$ cat src/sv/owb_pkg.sv
// owb_pkg: shared types, codes and reset values for the 1-Wire bus master
// no dependencies; imported by owb_regs, owb_core and onewire_bus_master
`timescale 1ns / 1ps

package owb_pkg;

  // configuration register file geometry
  localparam int unsigned CfgWidth      = 10;
  localparam int unsigned CfgIdxWidth   = 3;
  localparam int unsigned DefCountWidth = 10;

  // register reset values
  localparam logic [CfgWidth-1:0] PreResetReleaseRst = 10'd10;
  localparam logic [CfgWidth-1:0] ResetLowRst        = 10'd600;
  localparam logic [CfgWidth-1:0] PresenceWaitRst    = 10'd460;
  localparam logic [CfgWidth-1:0] WriteLowRst        = 10'd5;
  localparam logic [CfgWidth-1:0] SlotHoldRst        = 10'd60;
  localparam logic [CfgWidth-1:0] RecoveryRst        = 10'd1;
  localparam logic [CfgWidth-1:0] ReadLowRst         = 10'd2;

  // register indexes
  typedef enum logic [CfgIdxWidth-1:0] {
    REG_PRE_RESET_RELEASE = 3'd0,
    REG_RESET_LOW         = 3'd1,
    REG_PRESENCE_WAIT     = 3'd2,
    REG_WRITE_LOW         = 3'd3,
    REG_SLOT_HOLD         = 3'd4,
    REG_RECOVERY          = 3'd5,
    REG_READ_LOW          = 3'd6
  } owb_reg_e;

  // command codes
  typedef enum logic [1:0] {
    FUNC_TICK  = 2'd0,
    FUNC_RESET = 2'd1,
    FUNC_WRITE = 2'd2,
    FUNC_READ  = 2'd3
  } owb_func_e;

  // bus sequencer phases, one-hot
  typedef enum logic [9:0] {
    PH_IDLE    = 10'b00_0000_0001,
    PH_R_PRE   = 10'b00_0000_0010,
    PH_R_LOW   = 10'b00_0000_0100,
    PH_R_WAIT  = 10'b00_0000_1000,
    PH_W_LOW   = 10'b00_0001_0000,
    PH_W_HOLD  = 10'b00_0010_0000,
    PH_W_REC   = 10'b00_0100_0000,
    PH_RD_REC  = 10'b00_1000_0000,
    PH_RD_LOW  = 10'b01_0000_0000,
    PH_RD_TAIL = 10'b10_0000_0000
  } owb_phase_e;

  // timing configuration seen by the sequencer
  typedef struct packed {
    logic [CfgWidth-1:0] pre_reset_release;
    logic [CfgWidth-1:0] reset_low;
    logic [CfgWidth-1:0] presence_wait;
    logic [CfgWidth-1:0] write_low;
    logic [CfgWidth-1:0] slot_hold;
    logic [CfgWidth-1:0] recovery;
    logic [CfgWidth-1:0] read_low;
  } owb_cfg_t;

  // one result transaction
  typedef struct packed {
    logic       pull_low;
    logic       busy;
    logic       done;
    logic [7:0] rx_byte;
    logic       presence;
    logic       rejected;
  } owb_res_t;

endpackage

$ cat src/sv/owb_regs.sv
// owb_regs: timing configuration registers of the 1-Wire bus master
// depends on owb_pkg
`timescale 1ns / 1ps

module owb_regs import owb_pkg::*; (
  input  logic                   clk_i,
  input  logic                   rst_ni,
  input  logic                   cfg_we_i,
  input  logic [CfgIdxWidth-1:0] cfg_idx_i,
  input  logic [CfgWidth-1:0]    cfg_wdata_i,
  output owb_cfg_t               cfg_o
);

  owb_cfg_t cfg_q;

  // write by index, unknown indexes are dropped
  always_ff @(posedge clk_i or negedge rst_ni) begin
    if (!rst_ni) begin
      cfg_q.pre_reset_release <= PreResetReleaseRst;
      cfg_q.reset_low         <= ResetLowRst;
      cfg_q.presence_wait     <= PresenceWaitRst;
      cfg_q.write_low         <= WriteLowRst;
      cfg_q.slot_hold         <= SlotHoldRst;
      cfg_q.recovery          <= RecoveryRst;
      cfg_q.read_low          <= ReadLowRst;
    end else if (cfg_we_i) begin
      unique case (owb_reg_e'(cfg_idx_i))
        REG_PRE_RESET_RELEASE: cfg_q.pre_reset_release <= cfg_wdata_i;
        REG_RESET_LOW:         cfg_q.reset_low         <= cfg_wdata_i;
        REG_PRESENCE_WAIT:     cfg_q.presence_wait     <= cfg_wdata_i;
        REG_WRITE_LOW:         cfg_q.write_low         <= cfg_wdata_i;
        REG_SLOT_HOLD:         cfg_q.slot_hold         <= cfg_wdata_i;
        REG_RECOVERY:          cfg_q.recovery          <= cfg_wdata_i;
        REG_READ_LOW:          cfg_q.read_low          <= cfg_wdata_i;
        default: ;
      endcase
    end
  end

  assign cfg_o = cfg_q;

endmodule

$ cat src/sv/owb_core.sv
// owb_core: 1-Wire phase sequencer, tick counter, bit shifter and status
// depends on owb_pkg; timing comes from owb_regs
`timescale 1ns / 1ps

module owb_core import owb_pkg::*; #(
  parameter int unsigned COUNT_WIDTH = DefCountWidth
) (
  input  logic       clk_i,
  input  logic       rst_ni,
  input  logic       acc_i,
  input  logic [1:0] func_i,
  input  logic [7:0] tx_byte_i,
  input  logic       line_level_i,
  input  owb_cfg_t   cfg_i,
  output owb_res_t   res_o
);

  localparam int unsigned DurWidth = (COUNT_WIDTH > CfgWidth) ? COUNT_WIDTH : CfgWidth;
  localparam logic [COUNT_WIDTH-1:0] CntMax    = '1;
  localparam logic [DurWidth-1:0]    CntMaxExt = DurWidth'(CntMax);

  owb_phase_e             phase_q, phase_d;
  logic [COUNT_WIDTH-1:0] tick_q, tick_d;
  logic [2:0]             bit_q, bit_d;
  logic [7:0]             shift_q, shift_d;
  logic                   pres_q, pres_d;
  logic [7:0]             rx_q, rx_d;

  logic [CfgWidth-1:0]    raw_dur;
  logic [CfgWidth-1:0]    nz_dur;
  logic [DurWidth-1:0]    dur;
  logic [COUNT_WIDTH-1:0] cnt_inc;
  logic                   phase_end;
  logic [7:0]             sampled;
  logic                   busy_in;
  logic                   is_start;
  logic                   done;
  logic                   pull_low;

  // duration of the current phase, zero taken as one, clipped to counter range
  always_comb begin
    unique case (phase_q)
      PH_R_PRE:   raw_dur = cfg_i.pre_reset_release;
      PH_R_LOW:   raw_dur = cfg_i.reset_low;
      PH_R_WAIT:  raw_dur = cfg_i.presence_wait;
      PH_W_LOW:   raw_dur = cfg_i.write_low;
      PH_W_HOLD:  raw_dur = cfg_i.slot_hold;
      PH_W_REC:   raw_dur = cfg_i.recovery;
      PH_RD_REC:  raw_dur = cfg_i.recovery;
      PH_RD_LOW:  raw_dur = cfg_i.read_low;
      PH_RD_TAIL: raw_dur = cfg_i.slot_hold;
      default:    raw_dur = CfgWidth'(1);
    endcase
    nz_dur = (raw_dur == '0) ? CfgWidth'(1) : raw_dur;
    dur    = (DurWidth'(nz_dur) > CntMaxExt) ? CntMaxExt : DurWidth'(nz_dur);
  end

  // saturating tick count and end of phase
  assign cnt_inc   = (tick_q != CntMax) ? tick_q + COUNT_WIDTH'(1) : tick_q;
  assign phase_end = (DurWidth'(cnt_inc) >= dur);

  // read bit enters from the top on the first tick of the slot tail
  assign sampled = ((phase_q == PH_RD_TAIL) && (tick_q == '0)) ?
                   {line_level_i, shift_q[7:1]} : shift_q;

  assign busy_in  = (phase_q != PH_IDLE);
  assign is_start = (owb_func_e'(func_i) != FUNC_TICK);

  // next state for one transaction
  always_comb begin
    phase_d = phase_q;
    tick_d  = tick_q;
    bit_d   = bit_q;
    shift_d = shift_q;
    pres_d  = pres_q;
    rx_d    = rx_q;
    done    = 1'b0;
    if (busy_in) begin
      shift_d = sampled;
      tick_d  = cnt_inc;
      if (phase_end) begin
        tick_d = '0;
        unique case (phase_q)
          PH_R_PRE:  phase_d = PH_R_LOW;
          PH_R_LOW:  phase_d = PH_R_WAIT;
          PH_R_WAIT: begin
            pres_d  = ~line_level_i;
            phase_d = PH_IDLE;
            done    = 1'b1;
          end
          PH_W_LOW:  phase_d = PH_W_HOLD;
          PH_W_HOLD: begin
            shift_d = {1'b0, shift_q[7:1]};
            phase_d = PH_W_REC;
          end
          PH_W_REC: begin
            if (bit_q != 3'd7) begin
              bit_d   = bit_q + 3'd1;
              phase_d = PH_W_LOW;
            end else begin
              phase_d = PH_IDLE;
              done    = 1'b1;
            end
          end
          PH_RD_REC: phase_d = PH_RD_LOW;
          PH_RD_LOW: phase_d = PH_RD_TAIL;
          PH_RD_TAIL: begin
            if (bit_q != 3'd7) begin
              bit_d   = bit_q + 3'd1;
              phase_d = PH_RD_REC;
            end else begin
              rx_d    = sampled;
              phase_d = PH_IDLE;
              done    = 1'b1;
            end
          end
          default: phase_d = PH_IDLE;
        endcase
      end
    end else if (is_start) begin
      bit_d  = 3'd0;
      tick_d = '0;
      unique case (owb_func_e'(func_i))
        FUNC_RESET: begin
          pres_d  = 1'b0;
          phase_d = (cfg_i.pre_reset_release == '0) ? PH_R_LOW : PH_R_PRE;
        end
        FUNC_WRITE: begin
          shift_d = tx_byte_i;
          phase_d = PH_W_LOW;
        end
        FUNC_READ: begin
          shift_d = 8'h00;
          phase_d = PH_RD_REC;
        end
        default: ;
      endcase
    end
  end

  // line drive for the coming tick
  always_comb begin
    unique case (phase_d)
      PH_R_LOW, PH_W_LOW, PH_RD_LOW: pull_low = 1'b1;
      PH_W_HOLD:                     pull_low = ~shift_d[0];
      default:                       pull_low = 1'b0;
    endcase
  end

  assign res_o.pull_low = pull_low;
  assign res_o.busy     = (phase_d != PH_IDLE);
  assign res_o.done     = done;
  assign res_o.rx_byte  = rx_d;
  assign res_o.presence = pres_d;
  assign res_o.rejected = busy_in & is_start;

  // state update on each accepted transaction
  always_ff @(posedge clk_i or negedge rst_ni) begin
    if (!rst_ni) begin
      phase_q <= PH_IDLE;
      tick_q  <= '0;
      bit_q   <= 3'd0;
      shift_q <= 8'h00;
      pres_q  <= 1'b0;
      rx_q    <= 8'h00;
    end else if (acc_i) begin
      phase_q <= phase_d;
      tick_q  <= tick_d;
      bit_q   <= bit_d;
      shift_q <= shift_d;
      pres_q  <= pres_d;
      rx_q    <= rx_d;
    end
  end

`ifndef SYNTHESIS
  // state only moves on an accepted transaction
  a_hold_when_idle: assert property (@(posedge clk_i) disable iff (!rst_ni)
    !acc_i |=> $stable(phase_q) && $stable(tick_q) && $stable(rx_q))
    else $error("sequencer state changed without a transaction");

  // a start while idle always leaves the idle phase
  a_start_leaves_idle: assert property (@(posedge clk_i) disable iff (!rst_ni)
    acc_i && !busy_in && is_start |=> phase_q != PH_IDLE)
    else $error("start command did not begin an operation");

  // completion always returns to idle
  a_done_to_idle: assert property (@(posedge clk_i) disable iff (!rst_ni)
    acc_i && done |=> phase_q == PH_IDLE)
    else $error("operation completed but sequencer is not idle");
`endif

endmodule

$ cat src/sv/onewire_bus_master.sv
// The result of a transaction is registered and shown in the cycle after it is accepted.
// Throughput: one item per clock while a pending result is not held by out_ready_i low;
// the output register lets a new item in while a result is being taken.
// Reset (rst_ni low, asynchronous): sequencer idle, counters and bytes zero,
// presence clear, timing registers at their default values, output empty.
`timescale 1ns / 1ps

module onewire_bus_master import owb_pkg::*; #(
  parameter int unsigned COUNT_WIDTH = DefCountWidth
) (
  input  logic                   clk_i,
  input  logic                   rst_ni,
  input  logic                   in_valid_i,
  output logic                   in_ready_o,
  input  logic [1:0]             func_i,
  input  logic [7:0]             tx_byte_i,
  input  logic                   line_level_i,
  output logic                   out_valid_o,
  input  logic                   out_ready_i,
  output logic                   pull_low_o,
  output logic                   busy_res_o,
  output logic                   done_res_o,
  output logic [7:0]             rx_byte_o,
  output logic                   presence_o,
  output logic                   rejected_o,
  input  logic                   cfg_we_i,
  input  logic [CfgIdxWidth-1:0] cfg_idx_i,
  input  logic [CfgWidth-1:0]    cfg_wdata_i
);

  owb_cfg_t cfg;
  owb_res_t res;
  owb_res_t res_q;
  logic     out_valid_q;
  logic     acc;

  // timing registers
  owb_regs u_regs (
    .clk_i       (clk_i),
    .rst_ni      (rst_ni),
    .cfg_we_i    (cfg_we_i),
    .cfg_idx_i   (cfg_idx_i),
    .cfg_wdata_i (cfg_wdata_i),
    .cfg_o       (cfg)
  );

  // sequencer
  owb_core #(
    .COUNT_WIDTH (COUNT_WIDTH)
  ) u_core (
    .clk_i        (clk_i),
    .rst_ni       (rst_ni),
    .acc_i        (acc),
    .func_i       (func_i),
    .tx_byte_i    (tx_byte_i),
    .line_level_i (line_level_i),
    .cfg_i        (cfg),
    .res_o        (res)
  );

  // take a new transaction when the output slot is free or draining
  assign in_ready_o = ~out_valid_q | out_ready_i;
  assign acc        = in_valid_i & in_ready_o;

  // result register
  always_ff @(posedge clk_i or negedge rst_ni) begin
    if (!rst_ni) begin
      out_valid_q <= 1'b0;
    end else if (acc) begin
      out_valid_q <= 1'b1;
    end else if (out_ready_i) begin
      out_valid_q <= 1'b0;
    end
  end

  always_ff @(posedge clk_i) begin
    if (acc) begin
      res_q <= res;
    end
  end

  assign out_valid_o = out_valid_q;
  assign pull_low_o  = res_q.pull_low;
  assign busy_res_o  = res_q.busy;
  assign done_res_o  = res_q.done;
  assign rx_byte_o   = res_q.rx_byte;
  assign presence_o  = res_q.presence;
  assign rejected_o  = res_q.rejected;

`ifndef SYNTHESIS
  // every accepted transaction yields a result in the next cycle
  a_accept_gives_result: assert property (@(posedge clk_i) disable iff (!rst_ni)
    in_valid_i && in_ready_o |=> out_valid_o)
    else $error("accepted transaction produced no result");
`endif

endmodule
$ cat config.mk
export PLATFORM = sky130hd
export DESIGN_NAME = onewire_bus_master
export DESIGN_NICKNAME = d
export VERILOG_FILES = /design/src/sv/owb_pkg.sv /design/src/sv/owb_regs.sv /design/src/sv/owb_core.sv /design/src/sv/onewire_bus_master.sv
export SDC_FILE = /design/constraint.sdc
export NUM_CORES = 1
export LEC_CHECK = 0
export BUFFER_PORTS_ARGS = -buffer_cell sky130_fd_sc_hd__buf_4
export CORE_MARGIN = 3
export CORE_UTILIZATION = 60
export CTS_CLUSTER_SIZE = 8
export DETAILED_ROUTE_END_ITERATION = 6
export PLACE_DENSITY = 0.79
export SYNTH_ARGS = -nofsm -noshare
export SYNTH_HDL_FRONTEND = slang
export SYNTH_SLANG_ARGS = --single-unit
$ cat constraint.sdc
create_clock -name clk_i -period 8.1 [get_ports clk_i]
set_input_delay 0.81 -clock clk_i [delete_from_list [all_inputs] [get_ports clk_i]]
set_output_delay 0.81 -clock clk_i [all_outputs]
set_load 0.005 [all_outputs]
After elaboration in Yosys (flattened, before gate mapping)
Cells that the tools add are included.
{"block": "classes", "addsub": 2, "mux": 40, "reduce_logical": 24, "order_cmp": 2, "n_bitwise": 6, "eq_ne": 29}
{"operator": "two-way mux 10 bit", "count": 9}
{"operator": "two-way mux 8 bit", "count": 10}
{"operator": "case mux 10 bit (8 select lines)", "count": 1}
{"operator": "case mux 10 bit (7 select lines)", "count": 1}
{"operator": "zero test 10 bit", "count": 3}
{"operator": "case mux 10 bit (3 select lines)", "count": 1}
{"operator": "equality test 10 x 3 -> 1 bit (second input constant)", "count": 2}
{"operator": "equality test 10 x 5 -> 1 bit (second input constant)", "count": 2}
{"operator": "equality test 10 x 6 -> 1 bit (second input constant)", "count": 2}
{"operator": "equality test 10 x 9 -> 1 bit (second input constant)", "count": 2}
{"operator": "inequality test 10 x 1 -> 1 bit (second input constant)", "count": 2}
{"operator": "two-way mux 3 bit", "count": 6}
{"operator": "AND reduction 2 bit", "count": 9}
{"operator": "case mux 8 bit (2 select lines)", "count": 1}
{"operator": "adder 10 x 1 -> 10 bit (second input constant)", "count": 1}
{"operator": "equality test 10 bit (second input constant)", "count": 1}
{"operator": "equality test 10 x 2 -> 1 bit (second input constant)", "count": 1}
{"operator": "equality test 10 x 4 -> 1 bit (second input constant)", "count": 1}
{"operator": "equality test 10 x 7 -> 1 bit (second input constant)", "count": 1}
{"operator": "equality test 10 x 8 -> 1 bit (second input constant)", "count": 1}
{"operator": "greater-or-equal comparator 10 bit", "count": 1}
{"operator": "greater-than comparator 10 bit (second input constant)", "count": 1}
{"operator": "inequality test 10 bit (second input constant)", "count": 1}
{"operator": "equality test 3 bit (second input constant)", "count": 3}
{"operator": "other kinds (22)", "count": 40}
{"block": "totals", "word_cells": 124, "reg_bits": 124, "input_bits": 29}

Logic depth before layout (Yosys ltp)
{"block": "logic_depth", "word_depth": 13, "depth_mapped": 20, "mapped_depth_nobuf": 17}

Hierarchy
From an unflattened synthesis, not the netlist that was laid out.
{"block": "unflattened", "cells_unflattened": 597, "hier_area_um2": 6663.9}
{"mod": "owb_core", "area_per_inst_um2": 3408.3, "cells_per_inst": 426, "instances": 1, "seq_area_each_um2": 1002.2}
{"mod": "owb_regs", "area_per_inst_um2": 2811.4, "cells_per_inst": 154, "instances": 1, "seq_area_each_um2": 1775.5}
{"mod": "onewire_bus_master", "area_per_inst_um2": 444.2, "cells_per_inst": 17, "instances": 1, "seq_area_each_um2": 415.4}

Least setup slack after synthesis
OpenSTA, ideal clock, no wires.
{"block": "synth_timing", "path_type": "register to register", "start": "register u_core.phase_q[0]", "end": "register res_q, in the netlist pull_low_o, data pin", "arrival_time_ns": 4.191, "required_time_ns": 7.930, "path_stages_with_launch": 21, "setup_time_ns": 0.170, "path_buffers": 3, "slack_ns": 3.739, "synth_period_minus_slack_ns": 4.361, "cell_sequence": "dfstp_2 > clkbuf_2 > nor4_4 > nor3b_2 > nor4b_2 > buf_2 > a222oi_1 > nand2_1 > or2_1 > nor4_1 > or2_1 > ha_1 > nand2b_1 > a211oi_1 > nor3_2 > or2_1 > buf_4 > a211o_2 > nor3b_2 > mux2i_2 > nor4bb_4"}
{"item": "start: declaration", "line": "owb_core.sv:22", "source": "owb_phase_e phase_q, phase_d;"}
{"item": "start signal: assignment", "line": "owb_core.sv:167", "source": "phase_q <= phase_d;"}
{"item": "end signal: assignment", "line": "onewire_bus_master.sv:78", "source": "res_q <= res;"}
{"item": "end: declaration", "line": "onewire_bus_master.sv:33", "source": "owb_res_t res_q;"}

==> results by group <==
Clock network
  – H-Tree Depth: 4
  – CTS tree: built
  – Post-CTS resize count: 0
  – Clk slew on worst S/H paths: 0.06 ns
  – Root buffer cell: clkbuf_8
  – TritonCTS buffer count: 17
  – CTS max path bufs: 2
  – Post-CTS setup buffer count: 0
  – Hold-fix buffers, CTS: 0
  – Worst-Skew Late Latency: 0.53 ns
  – Clock sink total: 124

Power and ir drop
  – Sw Ratio: 39.4%
  – Logic pwr share: 43.4%
  – Pleak: 3.22 nW
  – P_sw: 0.00112 W
  – PwrDens: 380 nW/um^2
  – Sequential share of power: 32.2%
  – Max IR drop VDD: 217 uV
  – Internal power: 0.00173 W
  – Clock power frac: 24.5%

Setup path
  – CP Max Fanout: 11
  – Arrival time of the worst setup path: 5.82 ns
  – Critical path class: flip-flop to flip-flop
  – CP required: 8.51 ns
  – Cell count of the worst reg-to-reg path: 17
  – CP Launch Type: flip-flop
  – Crit end category: flip-flop

STA
  – Fin worst setup slack: 2.69 ns
  – Worst Tran Pin Value: 1.07 ns
  – Endpoints failing hold: 0
  – Fmax: 0.185 GHz
  – Fin crit period: 5.41 ns
  – Slew Limit Fails: 0
  – Fin Setup TNS: 0 ns
  – Max-slew headroom: 28.5%
  – Clock Skew: 0.00756 ns
  – Setup-failing EPs final: 0
  – Fin crit share: 66.8%
  – Hold WS: 0.269 ns
  – RSZ-0062 raised after global routing: false

Die
  – Row cnt: 37
  – Die area: 12,300 sq um
  – Die X: 111 microns
  – Io pins: 44
  – Die Y-Extent: 111 microns
  – Total core area: 10,500 sq um
  – Starting Density: 62.6%

Synth
  – Asr flop ratio synth: 89.5%
  – Most used DFF post-synth: dfrtp_1
  – Synthesized area: 6580 sq um
  – Post-Synth Adder-Cell Area: 2.66%
  – Post-synth EDFFs: 13
  – Synthesized flop and latch total: 124
  – Compound-gate portion of the synthesized area: 11.8%
  – Seq/Total Area, Yosys: 48.5%
  – Synthesis Warnings: 0
  – Distinct cells, synth: 72
  – Largest family of logic cells by synthesized area: multiplexers
  – Mux cell area share after synthesis: 17.7%
  – Syn_area_per_cell: 11.8 sq um
  – Syn nets: 600
  – XOR/XNOR Fraction of Synth Area: 0.932%
  – Mapped Cells: 557
  – Simple-gate portion of the synthesized area: 15.9%

GRT
  – Met3 global-route usage: 7.21%
  – First-pass GRT wire length: 25,300 microns
  – Grt met1 use: 34.0%
  – GRT busiest layer: met2
  – Largest net degree at the start of global routing: 68
  – Antenna violations before repair: 0
  – GRT Residual Overflow: 0
  – GR Util All Layers: 25.9%
  – M2 GR Usage: 41.6%
  – Number of global-route vias before repair: 4,902

Drt
  – DRC viols: 0
  – Routed vias: 4,814
  – Iter 0 DRT Violations: 415
  – Initial DRT Pass Iterations: 5
  – Final ANT Viol Nets: 0
  – Routed Wire Length: 15,300 microns
  – Via density: 6.48
  – WL/cell: 20.5 microns

Cells and area
  – Synth-to-layout area growth: 14.3%
  – Nets@finish: 637
  – Diode count: 0
  – Share of cells above drive strength 1: 36.2%

Placed design
  – HPWL after DPL: 10,600 microns
  – GP Congestion: 0.933
  – IO buf count: 43
  – DP Worst Slack: 2.80 ns

Status
  – Outcome: finished clean

Run
  – Total of max-cap violations: 0

Min path
  – Tightest Hold Check Type: primary input to async pin
==> registers in the layout, summed over array words and instances, names as in the netlist <==
name            flops
u_regs.cfg_o       70
u_core.phase_q     10
u_core.tick_q      10
rx_byte_o           8
u_core.rx_q         8
u_core.shift_q      8
u_core.bit_q        3
busy_res_o          1
done_res_o          1
out_valid_o         1
presence_o          1
pull_low_o          1
rejected_o          1
u_core.pres_q       1
==> cells by family (layout without fill, tap and decap cells) <==
kind of cell	after synthesis	after routing
compound gates	104	104
xor+xnor	7	7
fa+ha+maj	14	14
buf+inv	36	86
flops	124	124
mux	101	101
simple gates	171	171
==> final cells by class <==
class / count / area (sq um)
Clock inverter: 13 / 116
Clock buffer: 19 / 432
Fill cell: 725 / 2990
Inverter: 6 / 22.5
Multi-Input combinational cell: 397 / 3220
Tap cell: 136 / 170
Sequential cell: 124 / 3190
Timing Repair Buffer: 48 / 360
==> per-layer routing <==
layer  vias up  wire length (microns)
met5         -                      0
met1      2405                   6410
li1       2182                      -
met4         0                    307
met2       204                   7550
met3        23                    990
==> path summary, 6_finish.rpt <==
kind                                         end               from  slack (ns)
worst max-delay path              u_core.rx_q[4]  u_core.phase_q[2]        2.69
worst min-delay path            u_core.tick_q[9]             rst_ni        0.27
worst max register to register    u_core.rx_q[4]  u_core.phase_q[2]        2.69
worst min register to register    u_core.rx_q[3]     u_core.rx_q[3]        0.51
max in group asynchronous          u_core.pres_q             rst_ni        6.57
min in group clk_i                   out_valid_o         in_valid_i        0.48
==> power by group through the flow <==
| stage | combinational [W] | clock, W | sequential [W] |
|---|---|---|---|
| CTS | 0.00123 | 0.000705 | 0.000913 |
| floorplan | 0.00101 | 0 | 0.000862 |
| global route | 0.00136 | 0.000739 | 0.000932 |
| detailed placement | 0.00121 | 0 | 0.000920 |
| finish | 0.00124 | 0.000698 | 0.000918 |
| global placement | 0.00118 | 0 | 0.000913 |
==> cells in the final DEF (no fill, tap or decap), types with 12 or more instances in the layout <==
| cell type | Yosys | layout |
|---|---|---|
| nand3_1 | 19 | 19 |
| nor2_1 | 19 | 19 |
| o21ai_0 | 20 | 20 |
| buf_4 | 4 | 48 |
| a22oi_1 | 16 | 16 |
| mux2_2 | 90 | 90 |
| a21oi_1 | 12 | 12 |
| dfrtp_1 | 91 | 91 |
| clkbuf_16 | 0 | 16 |
| ha_1 | 14 | 14 |
| edfxtp_1 | 13 | 13 |
| a22o_1 | 13 | 13 |
| dfstp_2 | 20 | 20 |
| nand2_1 | 54 | 54 |
==> synth_stat cells (10+ instances only) <==
library cell  number  area (sq um)
ha_1              14           175
a22oi_1           16           120
clkbuf_1          15          56.3
o21ai_0           20           100
edfxtp_1          13           390
nand2_1           54           203
nand3_1           19          95.1
dfrtp_1           91          2280
dfstp_2           20           526
nor2_1            19          71.3
a21oi_1           12          60.1
a22o_1            13           114
mux2_2            90          1010
nor4_1            10          62.6
==> through the flow <==
stage               std cells  total power, W  util, %  instance area (sq um)
CTS                       743         0.00284     71.5                   7520
global route              743         0.00304     71.5                   7520
detailed placement        711         0.00213     66.3                   6970
floorplan                 557         0.00187        -                   6580
global placement          711         0.00209     66.3                   6970
finish                    743         0.00285     71.5                   7520
==> worst max-delay path, cell delays in order (launching register included) <==
cell and delay, ns:
dfrtp_1 0.49, nor4_4 0.41, nor3b_2 0.28, nor4b_2 0.89, a222oi_1 0.31, nand2_1 0.14, or2_1 0.11, nor4_1 0.04
or2_1 0.22, ha_1 0.27, nand2b_1 0.09, a211oi_1 0.07, nor3_2 0.30, or2_1 0.38, nand2_4 0.13, nor3_4 0.54
mux2_4 0.35, mux2_2 0.27
(Power assumes the default switching activity.)
